[src/sv/mas_pkg.sv]
// ----------------------------------------------------------------------------
// mas_pkg
// Shared widths and register indexes for the modular add / scalar multiply unit.
// ----------------------------------------------------------------------------
package mas_pkg;

  localparam int unsigned PORT_W    = 64;
  localparam int unsigned CFG_IDX_W = 1;

  localparam logic [CFG_IDX_W-1:0] REG_MODULUS = 1'b0;
  localparam logic [CFG_IDX_W-1:0] REG_SCALAR  = 1'b1;

  localparam logic ACT_ADD = 1'b0;
  localparam logic ACT_MUL = 1'b1;

  typedef struct packed {
    logic vld;
    logic act;
  } mas_ctl_t;

endpackage

[src/sv/mas_rstep.sv]
// ----------------------------------------------------------------------------
// mas_rstep
// One restoring reduction step: shift in the next product bit, subtract the
// modulus when the partial remainder reaches it.
// ----------------------------------------------------------------------------
module mas_rstep import mas_pkg::*; #(
  parameter int unsigned W = 64
) (
  input  logic             clk,
  input  logic             rst_n,
  input  logic             en,
  input  logic [W-1:0]     q_i,
  input  mas_ctl_t         ctl_i,
  input  logic [W-1:0]     rem_i,
  input  logic [2*W-1:0]   prod_i,
  input  logic [W-1:0]     sum_i,
  output mas_ctl_t         ctl_o,
  output logic [W-1:0]     rem_o,
  output logic [2*W-1:0]   prod_o,
  output logic [W-1:0]     sum_o
);

  mas_ctl_t        ctl_r;
  logic [W-1:0]    rem_r;
  logic [2*W-1:0]  prod_r;
  logic [W-1:0]    sum_r;

  logic [W:0]      shifted;
  logic [W-1:0]    rem_nxt;

  always_comb begin
    shifted = {rem_i, prod_i[2*W-1]};
    // carry bit set means the shifted value already exceeds any modulus
    if (shifted >= {1'b0, q_i}) begin
      rem_nxt = shifted[W-1:0] - q_i;
    end else begin
      rem_nxt = shifted[W-1:0];
    end
  end

  always_ff @(posedge clk) begin
    if (!rst_n) begin
      ctl_r <= '0;
    end else if (en) begin
      ctl_r <= ctl_i;
    end
    if (en) begin
      rem_r  <= rem_nxt;
      prod_r <= {prod_i[2*W-2:0], 1'b0};
      sum_r  <= sum_i;
    end
  end

  assign ctl_o  = ctl_r;
  assign rem_o  = rem_r;
  assign prod_o = prod_r;
  assign sum_o  = sum_r;

endmodule

[config.mk]
export PLATFORM = sky130hd
export DESIGN_NAME = mas_rstep
export DESIGN_NICKNAME = d
export VERILOG_FILES = /design/src/sv/mas_pkg.sv /design/src/sv/mas_rstep.sv
export SDC_FILE = /design/constraint.sdc
export NUM_CORES = 1
export LEC_CHECK = 0
export ABC_CLOCK_PERIOD_IN_PS = 5500
export BUFFER_PORTS_ARGS = -buffer_cell sky130_fd_sc_hd__buf_4
export CORE_AREA = 2 2 229 231
export CTS_BUF_LIST = sky130_fd_sc_hd__clkbuf_16
export DETAILED_ROUTE_END_ITERATION = 10
export DIE_AREA = 0 0 231 233
export PLACE_DENSITY = 0.57
export SLEW_MARGIN = 5
export SYNTH_ARGS = -nofsm -noshare
export SYNTH_HDL_FRONTEND = slang
export SYNTH_SLANG_ARGS = --single-unit
[constraint.sdc]
create_clock -name clk -period 5.5 [get_ports clk]
set_clock_uncertainty 0.2 [all_clocks]
set_input_delay 1.1 -clock clk [delete_from_list [all_inputs] [get_ports clk]]
set_output_delay 1.1 -clock clk [all_outputs]
set_load 0.1 [all_outputs]
# After elaboration in Yosys (flattened, before gate mapping)

Cells that the tools add are included.
W data, S select, Z words.

Output and inout bits: 258
Register bits after elaboration: 257
Input bits: 325

$lt $le $gt $ge: 1
$add $sub $neg: 1
Multiplexer cells: 1

Operators with widths:

| kind             | count |
|---|---|
| $ge A65 B64 Y1   | 1 |
| $mux W64         | 1 |
| $sub A64 B64 Y64 | 1 |

# Longest topological paths before layout

Gate-level depths: netlist of run 1.

Depth in word-level cells: 2
Gate-level depth with buffers: 14
Gate-level depth less buffers: 13

# Worst setup path after synthesis of run 1

Ideal clock, no wire load.

Path kind: input-to-reg
Start: input prod_i[127]
End: register rem_r[40] (netlist: rem_o[40]) (data pin)
Data required time: 5038 ps
Data arrival time: 3680 ps
Path slack: 1358 ps
Cell stages on the path: 13
Path through: inv_1 ha_1 inv_1 fa_1 a21o_1 a221o_1 a211oi_2 or2_1 a32o_1 o21ai_1 a2111oi_0 a311oi_1 mux2_1

Longest elaborated chain between the ends: 2
Elaborated cells between the ends (all ways): 3
Those cells by class: add/sub (1); order compare (1); mux (1)

Ends and longest elaborated chain:

| what                                               | line                             | RTL |
|---|---|---|
| from (decl)                                        | mas_rstep.sv:15                  | `input logic [2*W-1:0] prod_i,` |
| $sub A64 B64 Y64 or $ge A65 B64 Y1 (tied branches) | mas_rstep.sv:35, mas_rstep.sv:34 |  |
| $mux W64 *                                         | mas_rstep.sv:34                  | `if (shifted >= {1'b0, q_i}) begin` |
| net rem_nxt[40]                                    | mas_rstep.sv:29                  | `logic [W-1:0] rem_nxt;` |
| to (signal assigned)                               | mas_rstep.sv:48                  | `rem_r <= rem_nxt;` |
| to (decl)                                          | mas_rstep.sv:24                  | `logic [W-1:0] rem_r;` |

The timed path passes the listed nets; every way through them passes the cells marked *.
A chain may end at the register's enable or synchronous reset.

# Final worst setup path of run 1

Start: input prod_i[127]
End: register rem_r[60] (netlist: rem_o[60]) (data pin)

The elaborated chain is that of the path after synthesis.

==> results.tsv, run 1 <==
stage	metric	value	unit
sta	max_freq	0.2275	GHz
yosys	postSynth.topFlopCell	edfxtp_1	
placement	place.gp.congestion	0.8567	
grt	grt_pass1_vias	10590	
sta	setup_viol	0	
sta	grt_setup_unrepaired	false	
grt	met3_resource_use_gr	3.603	%
yosys	postSynthAreaPerCell	12.69	sq um
clock_tree	numClockSinks	257	
drt	vias	10600	
yosys	postSynthRegisterBits	257	
drt	detailedRoute.firstPassIterationCount	5	
clock_tree	cts_hold_buf	0	
floorplan	fp.dieArea	0.05382	sq mm
grt	sum_of_overflow_across_all_layers_after_global_routing	0	
sta	setup_ws	1104	ps
layout	most-common-layout-cells	buf_4, edfxtp_1, inv_1	
sta	tns	0	ps
grt	antenna_found_initial	2	
setup_path	timing.critical_path.to_type	flip-flop	
setup_path	cp_data_required_time	5600	ps
yosys	synth-seq-area-share	60.14	%
sta	fin_hold_viols	0	
yosys	synth_top_area_share	59.82	%
sta	layout_worst_path_cycle_share	79.93	%
grt	track_usage	16.88	%
grt	most_used_routing_layer_in_global_routing	met2	
setup_path	worst_setup_path_start_kind	input port	
yosys	syn_inst	1009	
pwr	fin_total_pwr	6.977	mW
drt	antenna_violating_nets_post_route	0	
sta	fin_worst_hold_slack	324.5	ps
yosys	yosysUniqueCellTypes	64	
layout	drive_gt1_share	40.26	%
floorplan	die_height	233	um
pwr	cellInternalPower	4.134	mW
run	max_cap_viol_count	0	
setup_path	critPathArrivalTime	4500	ps
floorplan	pin_count	583	
drt	via_per_inst	4.620	
pwr	p_sw_share	40.75	%
pwr	power_density	369.8	mW/mm^2
layout	area_growth	47.39	%
pwr	pwr-share-clk	27.4	%
clock_tree	cts_buffers	29	
drt	drtIter0Drc	497	
yosys	netlist.top_cell.by_area	edfxtp_1	
yosys	yosys-top-cells-area	edfxtp_1, ha_1, mux2_1	
pwr	seq_power_share	35.2	%
floorplan	floorplan.rows	83	
clock_tree	post_cts.repair.setup_buffers	0	
yosys	post_synth_instance_area	0.01280	sq mm
pwr	fraction_of_power_consumed_by_combinational_cells	37.4	%
drt	drt-wirelength-per-cell	21.08	um
pwr	power_switching	2.843	mW
placement	dp_hpwl	38960	um
floorplan	die_w	231	um
yosys	synth-edff-count	255	
sta	max_slew_margin	43.70	%
pwr	peakVddDrop	186.8	uV
clock_tree	clk_path_buf_depth	3	
drt	wirelength	48350	um
pwr	p_leak	8.183	nW
setup_path	worst_setup_path_category	in2reg	
clock_tree	cts.reportedPaths.clkPinSlew	60	ps
setup_path	crit_path_max_fanout	5	
clock_tree	clock_tree_from_tritoncts	built	
layout	final_common_cell	buf_4	
yosys	synth_nets	1399	
sta	tightestPinTransition	823.2	ps
sta	timing_max_transition_violations_final	0	
placement	post-place-ws	522.9	ps
layout	num-fill-cells	5089	
clock_tree	clkLatencyLatePin	550	ps
clock_tree	post_cts.resized_instances	0	
placement	io_buffers	581	
clock_tree	ctsRootBufferMaster	clkbuf_16	
floorplan	initial_utilization	25.05	%
layout	final_nets	1983	
clock_tree	htreeDepth	1	
status	outcome	complete, no violations	
drt	drc_errors	0	
grt	grt_pass1_wl	68250	um
yosys	async_reset_ff_share	0	%
grt	grt_start_max_net_pins	90	
yosys	number_of_warning_messages_in_the_yosys_log	0	
grt	global_route.usage.met2	31.91	%
floorplan	fp.coreArea	0.05109	sq mm
grt	gr-usage-met1	19.27	%
sta	post-route-min-period	4396	ps
hold_path	timing.hold.worst.class	reg2reg	
-- registers in the layout (all words and copies together) (netlist names) --
name	flops
rem_o	64
prod_o	127
ctl_o	2
sum_o	64
-- worst paths after layout --
| kind | startpoint | end | depth (start not counted) | slack (ps) |
|---|---|---|---|---|
| max reg2reg | ctl_o[1]$_SDFFE_PN0P_ | ctl_o[1]$_SDFFE_PN0P_ | 2 | 4700 |
| max | prod_i[127] | rem_o[60]$_DFFE_PP_ | 14 | 1100 |
| min reg2reg | ctl_o[0]$_SDFFE_PN0P_ | ctl_o[0]$_SDFFE_PN0P_ | 2 | 320 |
| min | ctl_o[0]$_SDFFE_PN0P_ | ctl_o[0]$_SDFFE_PN0P_ | 2 | 320 |
-- critical path, stage by stage --
cell and delay [ps]:
buf_4 120, inv_1 50, ha_1 160, inv_1 60, fa_1 410, a21o_1 210, a221o_1 360, o211ai_1 260
a31oi_1 200, a31oi_1 670, a31oi_1 250, o21ai_0 220, a311oi_1 110, mux2_1 310
-- cell type report --
type / count / area [sq um] / area share [%]
inverters: 79 / 296.5 / 1.572
well taps: 680 / 850.8 / 4.510
clock inverters: 21 / 188.9 / 1.001
flip-flops and latches: 257 / 7697 / 40.80
repair buffers: 589 / 4467 / 23.68
multi-input cells: 637 / 4634 / 24.57
diodes: 2 / 5.005 / 0.02653
clock buffers: 29 / 725.7 / 3.847
-- power groups by stage --
stage / logic, mW / registers (mW) / clock network [mW]
finish: 2.61 / 2.46 / 1.91
global route: 2.71 / 2.47 / 2.05
CTS: 2.62 / 2.46 / 1.98
floorplan: 0.500 / 3.88 / 0
detailed placement: 2.61 / 2.50 / 0
global placement: 2.61 / 2.50 / 0
-- per-stage QoR --
step	cell area [sq um]	cells	util, %
2_1_floorplan	12800	1009	-
3_3_place_gp	17950	2242	35.12
3_5_place_dp	17950	2242	35.12
4_1_cts	18860	2292	36.91
5_1_grt	18870	2294	36.92
6_report	18870	2294	36.92
-- synthesized netlist by cell type (all sizes together), types with 9 or more instances --
| library cell | number |
|---|---|
| a211oi | 9 |
| a21o | 43 |
| a21oi | 82 |
| buf | 15 |
| clkbuf | 21 |
| edfxtp | 255 |
| ha | 64 |
| inv | 79 |
| mux2 | 55 |
| nand2 | 62 |
| nand3 | 18 |
| nand4 | 25 |
| nor2 | 37 |
| nor3 | 12 |
| o21ai | 46 |
| o21bai | 18 |
| o31ai | 9 |
| xnor2 | 28 |
| xor2 | 22 |
-- cells by family after synthesis --
logic type	count (synthesis)	synth area share, %
muxes	58	5.073
other	1	0.02930
AOI/OAI and AO/OA	264	13.45
xor gates and xnor gates	50	3.421
buffers and inverters	115	3.656
and+or+nand+nor	199	7.820
adders and majority gates	65	6.413
DFF	257	60.14
-- routing by layer --
metal	part of all wire, %	vias up
met4	1.7	0
met5	0	-
met3	7.6	47
met1	37	5104
met2	53	459
li1	-	4989
(Power assumes the default switching activity.)
==> inputs of run 2 (changes only) <==
--- a/config.mk
+++ b/config.mk
@@ -5,13 +5,14 @@
 export SDC_FILE = /design/constraint.sdc
 export NUM_CORES = 1
 export LEC_CHECK = 0
-export ABC_CLOCK_PERIOD_IN_PS = 5500
+export ABC_AREA = 1
+export ABC_CLOCK_PERIOD_IN_PS = 3560
 export BUFFER_PORTS_ARGS = -buffer_cell sky130_fd_sc_hd__buf_4
-export CORE_AREA = 2 2 229 231
+export CORE_AREA = 2 2 228 230
 export CTS_BUF_LIST = sky130_fd_sc_hd__clkbuf_16
 export DETAILED_ROUTE_END_ITERATION = 10
-export DIE_AREA = 0 0 231 233
-export PLACE_DENSITY = 0.57
+export DIE_AREA = 0 0 230 232
+export PLACE_DENSITY = 0.64
 export SLEW_MARGIN = 5
 export SYNTH_ARGS = -nofsm -noshare
 export SYNTH_HDL_FRONTEND = slang
==> constraint.sdc (replaced) <==
create_clock -name clk -period 3.56 [get_ports clk]
set_clock_uncertainty 0.2 [all_clocks]
set_input_delay 0.712 -clock clk [delete_from_list [all_inputs] [get_ports clk]]
set_output_delay 0.712 -clock clk [all_outputs]
set_load 0.1 [all_outputs]
==> run 2 against run 1 <==
Non-clock buffer count rose by 22. Clock power increased by 52%. Final area rose by 13%. Via count rose by 35%. Area after synthesis up 17%. Routed wire length rose by 28%. Setup slack got worse by 430 ps. Critical path type unchanged. Highest routed layer unchanged. Sequential share of layout area is 4.7 points lower. Combinational power increased by 66%. Die area down 0.86%. Critical path depth is 1 lower. Largest power group unchanged. Final cell count up 38%.
==> results.tsv, run 2 <==
stage	metric	value	unit	change
status	outcome	complete, no violations		unchanged
floorplan	initial_utilization	29.50	%	was 25.05%
grt	grt_pass1_wl	89480	um	was 68250 um
sta	tns	0	ps	unchanged
sta	grt_setup_unrepaired	false		unchanged
grt	sum_of_overflow_across_all_layers_after_global_routing	0		unchanged
layout	final_common_cell	nand2_1		was buf_4
yosys	combinational_family_with_the_most_area_after_synthesis	simple AND/OR/NAND/NOR gates		was compound AO/OA/AOI/OAI gates
sta	max_slew_margin	55.04	%	was 43.70%
floorplan	die_height	232	um	was 233 um
placement	io_buffers	581		unchanged
yosys	synth-seq-area-share	51.28	%	was 60.14%
floorplan	fp.coreArea	0.05089	sq mm	was 0.05109 sq mm
sta	fin_hold_viols	0		unchanged
clock_tree	cts.reportedPaths.clkPinSlew	60	ps	about the same
sta	timing_max_transition_violations_final	0		unchanged
yosys	async_reset_ff_share	0	%	unchanged
placement	place.gp.congestion	0.9538		was 0.8567
pwr	p_leak	11.14	nW	was 8.183 nW
setup_path	rrSetupSlack	2700	ps	was 4700 ps
setup_path	timing.critical_path.to_type	flip-flop		unchanged
pwr	seq_power_share	34.4	%	was 35.2%
setup_path	reg2reg_from	ctl_o[1]$_SDFFE_PN0P_		unchanged
pwr	cellInternalPower	6.319	mW	was 4.134 mW
setup_path	r2r-end	ctl_o[1]$_SDFFE_PN0P_		unchanged
yosys	post_synth_instance_area	0.01501	sq mm	was 0.01280 sq mm
grt	track_usage	22.33	%	was 16.88%
setup_path	crit_path_max_fanout	37		was 5
clock_tree	post_cts.repair.setup_buffers	0		unchanged
clock_tree	cts_hold_buf	0		unchanged
layout	final_nets	2852		was 1983
sta	max_freq	0.3470	GHz	
yosys	post_synth_and_or_nand_nor_area_fraction	28.78	%	was 7.820%
clock_tree	post_cts.resized_instances	0		unchanged
pwr	pwr-share-clk	26.4	%	was 27.4%
grt	grt_pass1_vias	14170		was 10590
yosys	postSynthRegisterBits	257		unchanged
placement	dp_hpwl	51480	um	was 38960 um
sta	fin_worst_hold_slack	104.9	ps	was 324.5 ps
clock_tree	cts_buffers	29		unchanged
yosys	synth-compound-area-share	1.717	%	was 13.45%
yosys	synth_top_area_share	51.02	%	was 59.82%
floorplan	die_w	230	um	was 231 um
pwr	power_switching	4.685	mW	was 2.843 mW
clock_tree	numClockSinks	257		unchanged
drt	drt-wirelength-per-cell	19.62	um	was 21.08 um
yosys	synth_adder_area_share	5.468	%	was 6.413%
setup_path	worst_setup_path_category	in2reg		unchanged
sta	setup_viol	0		unchanged
clock_tree	htreeDepth	1		unchanged
setup_path	critPathSlowestCell	ha_1		was a31oi_1
pwr	fraction_of_power_consumed_by_combinational_cells	39.3	%	was 37.4%
floorplan	pin_count	583		unchanged
drt	wirelength	62040	um	was 48350 um
layout	drive_gt1_share	28.16	%	was 40.26%
drt	vias	14320		was 10600
yosys	number_of_warning_messages_in_the_yosys_log	0		unchanged
yosys	postSynth.topFlopCell	edfxtp_1		unchanged
floorplan	floorplan.rows	83		unchanged
pwr	p_sw_share	42.58	%	was 40.75%
drt	detailedRoute.firstPassIterationCount	5		unchanged
yosys	netlist.top_cell.by_area	edfxtp_1		unchanged
floorplan	fp.dieArea	0.05336	sq mm	was 0.05382 sq mm
yosys	synth-edff-count	255		unchanged
setup_path	r2r_cell_count	2		unchanged
hold_path	whs_endpoint	sum_o[31]$_DFFE_PP_		was ctl_o[0]$_SDFFE_PN0P_
setup_path	path_common_cell	nand2_1		was a31oi_1
drt	drtIter0Drc	970		was 497
drt	drc_errors	0		unchanged
clock_tree	ctsRootBufferMaster	clkbuf_16		unchanged
setup_path	critPathArrivalTime	3000	ps	was 4500 ps
yosys	yosys-mux-area-fraction	0	%	was 5.073%
hold_path	hold_depth	1		was 2
yosys	postSynthAreaPerCell	8.157	sq um	was 12.69 sq um
yosys	yosys.area_share.xor_xnor	1.809	%	was 3.421%
yosys	yosysUniqueCellTypes	35		was 64
setup_path	crit_chain	buf_4 -> ha_1 -> nand2_1 -> nor2_2 -> nand2_1 -> nor2_1 -> and2_1 -> nand3_2 -> nor2_4 -> nor2_4 -> buf_4 -> nand3_1 -> nand2_1		was buf_4 -> inv_1 -> ha_1 -> inv_1 -> fa_1 -> a21o_1 -> a221o_1 -> o211ai_1 -> a31oi_1 -> a31oi_1 -> a31oi_1 -> o21ai_0 -> a311oi_1 -> mux2_1
yosys	syn_inst	1840		was 1009
grt	grt_start_max_net_pins	77		was 90
layout	diodes	0		was 2
layout	largest_register_ff_count	127		unchanged
layout	most-common-layout-cells	nand2_1, buf_4, inv_1		was buf_4, edfxtp_1, inv_1
setup_path	crit_family	simple AND/OR/NAND/NOR gates		was compound AO/OA/AOI/OAI gates
sta	post-route-min-period	2882	ps	
grt	antenna_found_initial	0		was 2
yosys	yosys-top-cells-area	edfxtp_1, nand2_1, inv_1		was edfxtp_1, ha_1, mux2_1
setup_path	cp_data_required_time	3680	ps	was 5600 ps
sta	layout_worst_path_cycle_share	80.95	%	
yosys	synth.most_common_cell	nand2_1		was edfxtp_1
setup_path	worst_setup_path_start_kind	input port		unchanged
pwr	peakVddDrop	379.5	uV	was 186.8 uV
hold_path	timing.hold.worst.class	in2reg		was reg2reg
run	max_cap_viol_count	0		unchanged
drt	via_per_inst	4.528		was 4.620
layout	area_growth	41.91	%	was 47.39%
clock_tree	clk_path_buf_depth	3		unchanged
setup_path	cpPeakStageDelay	430	ps	was 670 ps
yosys	netlist_top_cells_count	nand2_1, inv_1, edfxtp_1, nand3_1, nor2_1		was edfxtp_1, a21oi_1, inv_1, ha_1, nand2_1
clock_tree	clkLatencyLatePin	580	ps	was 550 ps
pwr	power_density	516.6	mW/mm^2	was 369.8 mW/mm^2
drt	antenna_violating_nets_post_route	0		unchanged
hold_path	hp-start	sum_i[31]		was ctl_o[0]$_SDFFE_PN0P_
clock_tree	clock_tree_from_tritoncts	built		unchanged
sta	tightestPinTransition	674.4	ps	was 823.2 ps
yosys	synth_nets	2230		was 1399
setup_path	critical_path_buf_inv_count	2		was 3
==> run 2: kinds of logic after synthesis <==
family                     Yosys count
xor gates and xnor gates            31
and+or+nand+nor                   1020
buffers and inverters              416
DFF                                257
other                                1
AOI/OAI and AO/OA                   50
adders and majority gates           65
==> run 2: worst max path at each step <==
| stage | startpoint | cells after the start | endpoint |
|---|---|---|---|
| 2_1_floorplan | q_i[51] | 16 | rem_o[49]$_DFFE_PP_ |
| 3_3_place_gp | rem_i[26] | 13 | rem_o[56]$_DFFE_PP_ |
| 3_5_place_dp | rem_i[26] | 13 | rem_o[56]$_DFFE_PP_ |
| 4_1_cts | rem_i[26] | 13 | rem_o[56]$_DFFE_PP_ |
| 5_1_grt | q_i[27] | 14 | rem_o[7]$_DFFE_PP_ |
| 6_report | rem_i[26] | 13 | rem_o[18]$_DFFE_PP_ |
==> run 2: metrics by stage <==
stage | utilization, % | area, sq um | total power, mW | setup WS [ps] | instances
2_1_floorplan | - | 15010 | 6.860 | 801.3 | 1840
3_3_place_gp | 40.10 | 20400 | 8.152 | 121.1 | 3111
3_5_place_dp | 40.10 | 20400 | 8.162 | 127.1 | 3111
4_1_cts | 41.86 | 21300 | 11.11 | 743.0 | 3162
5_1_grt | 41.86 | 21300 | 11.44 | 550.0 | 3162
6_report | 41.86 | 21300 | 11.00 | 678.2 | 3162
==> run 2: metal layers <==
| layer | vias to the layer above | GRT usage, % | routed length, um |
|---|---|---|---|
| met5 | - | 0 | 0 |
| met4 | 0 | 6.976 | 1853 |
| met3 | 90 | 3.610 | 3889 |
| met2 | 569 | 41.27 | 31970 |
| met1 | 6675 | 26.35 | 24330 |
| li1 | 6985 | - | - |
==> run 2: cell type report <==
type                       count  area [sq um]
fill                        5194         29590
sequential                   257          7697
multi-input combinational   1167          5674
timing repair buffer         611          4695
inverter                     396          1486
tap                          680         850.8
clock buffer                  29         725.7
clock inverter                22         171.4
==> run 2: power groups by stage <==
stage                     logic (mW)  registers [mW]  clock network [mW]
after floorplan                0.921            5.94                   0
after global placement          4.31            3.84                   0
after detailed placement        4.32            3.84                   0
after CTS                       4.33            3.78                3.00
after global routing            4.52            3.81                3.11
final                           4.32            3.78                2.90
==> inputs of run 3 (changes only) <==
==> config.mk (replaced) <==
export PLATFORM = sky130hd
export DESIGN_NAME = mas_rstep
export DESIGN_NICKNAME = d
export VERILOG_FILES = /design/src/sv/mas_pkg.sv /design/src/sv/mas_rstep.sv
export SDC_FILE = /design/constraint.sdc
export NUM_CORES = 1
export LEC_CHECK = 0
export ABC_AREA = 0
export ABC_CLOCK_PERIOD_IN_PS = 2500
export BUFFER_PORTS_ARGS = -buffer_cell sky130_fd_sc_hd__buf_4
export CORE_AREA = 2 2 229 231
export CTS_BUF_LIST = sky130_fd_sc_hd__clkbuf_16
export DETAILED_ROUTE_END_ITERATION = 10
export DIE_AREA = 0 0 231 233
export PLACE_DENSITY = 0.59
export SLEW_MARGIN = 5
export SYNTH_ARGS = -nofsm -noshare
export SYNTH_HDL_FRONTEND = slang
export SYNTH_SLANG_ARGS = --single-unit
==> constraint.sdc (replaced) <==
create_clock -name clk -period 2.5 [get_ports clk]
set_clock_uncertainty 0.2 [all_clocks]
set_input_delay 0.5 -clock clk [delete_from_list [all_inputs] [get_ports clk]]
set_output_delay 0.5 -clock clk [all_outputs]
set_load 0.1 [all_outputs]
==> run 3 against run 2 <==
The flow now finishes with violations (negative setup slack). Final area is 14% higher. Die area up 0.87%. First-iteration DRC count is 32% lower. Via count shrank 11%. Core utilization increased by 5.7 points. Non-clock buffer count is 484 higher. Largest power group unchanged. Highest routed layer unchanged.
==> results.tsv, run 3 (synthesized netlist as in run 1, its figures left out) <==
stage	metric	value	unit	change
sta	grt_setup_unrepaired	true		was false
clock_tree	htreeDepth	1		unchanged
floorplan	pin_count	583		unchanged
grt	grt_pass1_vias	13310		was 14170
run	max_cap_viol_count	0		unchanged
sta	layout_worst_path_cycle_share	124.2	%	
status	outcome	finished, violations left		was complete, no violations
sta	setup_ws	-604.1	ps	was 678.2 ps
floorplan	fp.coreArea	0.05109	sq mm	was 0.05089 sq mm
drt	drt-wirelength-per-cell	20.71	um	was 19.62 um
setup_path	worst_setup_path_start_kind	input port		unchanged
grt	grt_start_max_net_pins	65		was 77
drt	drc_errors	0		unchanged
placement	place.gp.congestion	0.8848		was 0.9538
clock_tree	cts.reportedPaths.clkPinSlew	70	ps	was 60 ps
floorplan	fp.dieArea	0.05382	sq mm	was 0.05336 sq mm
sta	timing_max_transition_violations_final	0		unchanged
setup_path	timing.critical_path.to_type	flip-flop		unchanged
setup_path	cp_data_required_time	2610	ps	was 3680 ps
layout	most-common-layout-cells	buf_4, edfxtp_1, dlygate4sd3_1		was nand2_1, buf_4, inv_1
floorplan	die_w	231	um	was 230 um
grt	grt_pass1_wl	82380	um	was 89480 um
sta	fin_worst_hold_slack	38.00	ps	was 104.9 ps
sta	setup_viol	64		was 0
grt	antenna_found_initial	4		was 0
setup_path	cpPeakStageDelay	410	ps	was 430 ps
sta	fin_hold_viols	0		unchanged
status	violations	negative setup slack		
layout	area_growth	89.95	%	was 41.91%
grt	global_route.usage.met2	36.61	%	was 41.27%
hold_path	timing.hold.worst.class	in2reg		unchanged
drt	wirelength	58060	um	was 62040 um
drt	drtIter0Drc	661		was 970
sta	tightestPinTransition	631.7	ps	was 674.4 ps
grt	met3_resource_use_gr	3.603	%	was 3.610%
hold_path	hp-start	rem_i[62]		was sum_i[31]
layout	stdcell_count	2803		was 3162
clock_tree	cts_buffers	29		unchanged
pwr	power_density	688.1	mW/mm^2	was 516.6 mW/mm^2
floorplan	die_height	233	um	was 232 um
setup_path	crit_path_max_fanout	4		was 37
clock_tree	clk_path_buf_depth	3		unchanged
grt	track_usage	20.39	%	was 22.33%
drt	vias	12820		was 14320
sta	max_slew_margin	57.89	%	was 55.04%
layout	final_common_cell	buf_4		was nand2_1
setup_path	reg2reg_from	ctl_o[0]$_SDFFE_PN0P_		was ctl_o[1]$_SDFFE_PN0P_
floorplan	initial_utilization	25.05	%	was 29.50%
clock_tree	numClockSinks	257		unchanged
layout	largest_register_ff_count	127		unchanged
grt	most_used_routing_layer_in_global_routing	met2		unchanged
sta	max_freq	0.3222	GHz	
setup_path	cp-startpoint	q_i[13]		was rem_i[26]
setup_path	crit_chain	buf_8 -> inv_8 -> ha_4 -> nand4_1 -> nor4_4 -> buf_4 -> o311ai_4 -> a211oi_2 -> o211ai_1 -> a21bo_2 -> nand2_8 -> buf_8 -> buf_6 -> buf_6 -> mux2_4		was buf_4 -> ha_1 -> nand2_1 -> nor2_2 -> nand2_1 -> nor2_1 -> and2_1 -> nand3_2 -> nor2_4 -> nor2_4 -> buf_4 -> nand3_1 -> nand2_1
floorplan	floorplan.rows	83		unchanged
clock_tree	clock_tree_from_tritoncts	built		unchanged
pwr	p_leak	10.91	nW	was 11.14 nW
drt	detailedRoute.firstPassIterationCount	5		unchanged
sta	post-route-min-period	3104	ps	
layout	drive_gt1_share	52.19	%	was 28.16%
grt	gr-usage-met1	23.63	%	was 26.35%
setup_path	critPathSlowestCell	nor4_4		was ha_1
setup_path	critPathArrivalTime	3210	ps	was 3000 ps
grt	sum_of_overflow_across_all_layers_after_global_routing	0		unchanged
clock_tree	clkLatencyLatePin	560	ps	was 580 ps
layout	final_nets	2489		was 2852
setup_path	worst_setup_path_category	in2reg		unchanged
drt	antenna_violating_nets_post_route	0		unchanged
placement	placed_cells	2525		was 3111
setup_path	crit_family	compound AO/OA/AOI/OAI gates		was simple AND/OR/NAND/NOR gates
placement	io_buffers	581		unchanged
drt	via_per_inst	4.572		was 4.528
placement	dp_hpwl	43940	um	was 51480 um
setup_path	critical_path_buf_inv_count	6		was 2
clock_tree	ctsRootBufferMaster	clkbuf_16		unchanged
pwr	peakVddDrop	364.2	uV	was 379.5 uV
-- run 3: worst reg2reg max path, stage by stage (launching register included) --
cell and delay, ps:
dfxtp_1 320, mux2i_1 120, nor2b_1 50, dlygate4sd3_1 550
-- run 3: worst paths after layout --
kind | to | slack, ps | depth (start not counted)
hold / removal | rem_o[63]$_DFFE_PP_ | 40 | 3
hold reg to reg | ctl_o[1]$_SDFFE_PN0P_ | 340 | 2
setup / recovery | rem_o[52]$_DFFE_PP_ | -600 | 15
setup reg to reg | ctl_o[0]$_SDFFE_PN0P_ | 1140 | 3
-- run 3: power breakdown --
group	internal (mW)	switching (mW)	total, mW
Sequential	5.26	0.178	5.44
Clock	2.33	1.87	4.20
Combinational	2.39	4.70	7.09
Total	9.98	6.75	16.7
-- run 3: layout make-up --
class	count	area, sq um
antenna	4	10.01
clock buffer	29	725.7
clock inverter	22	191.4
fill	4629	26780
inverter	79	329.1
multi-input combinational	637	5509
sequential	257	7697
tap	680	850.8
timing repair buffer	1095	9000
-- run 3: repair_timing --
action	CTS	global route
gates resized for setup	82	65
endpoints found under the setup margin	64	64
gates cloned	4	0
buffers inserted	22	9
hold endpoints to repair	193	0
pin swaps	30	27
hold buffers	194	0
-- run 3: layer usage --
layer  vias up  part of all wire [%]
li1       6006                     -
met1      6208                    39
met2       499                    51
met3       102                   5.8
met4         0                   4.4
met5         -                     0
-- run 3: per-stage QoR --
step | TNS, ps | instance area (sq um) | setup slack [ps] | util (%) | power [mW]
global placement | -76830 | 20510 | -1400 | 40.15 | 12.00
detailed placement | -78030 | 20510 | -1407 | 40.15 | 12.02
global route | -36180 | 24310 | -642.4 | 47.58 | 17.29
CTS | -34430 | 24030 | -631.0 | 47.02 | 16.75
finish | -33040 | 24310 | -604.1 | 47.59 | 16.73
floorplan | -46490 | 13240 | -862.5 | - | 9.834
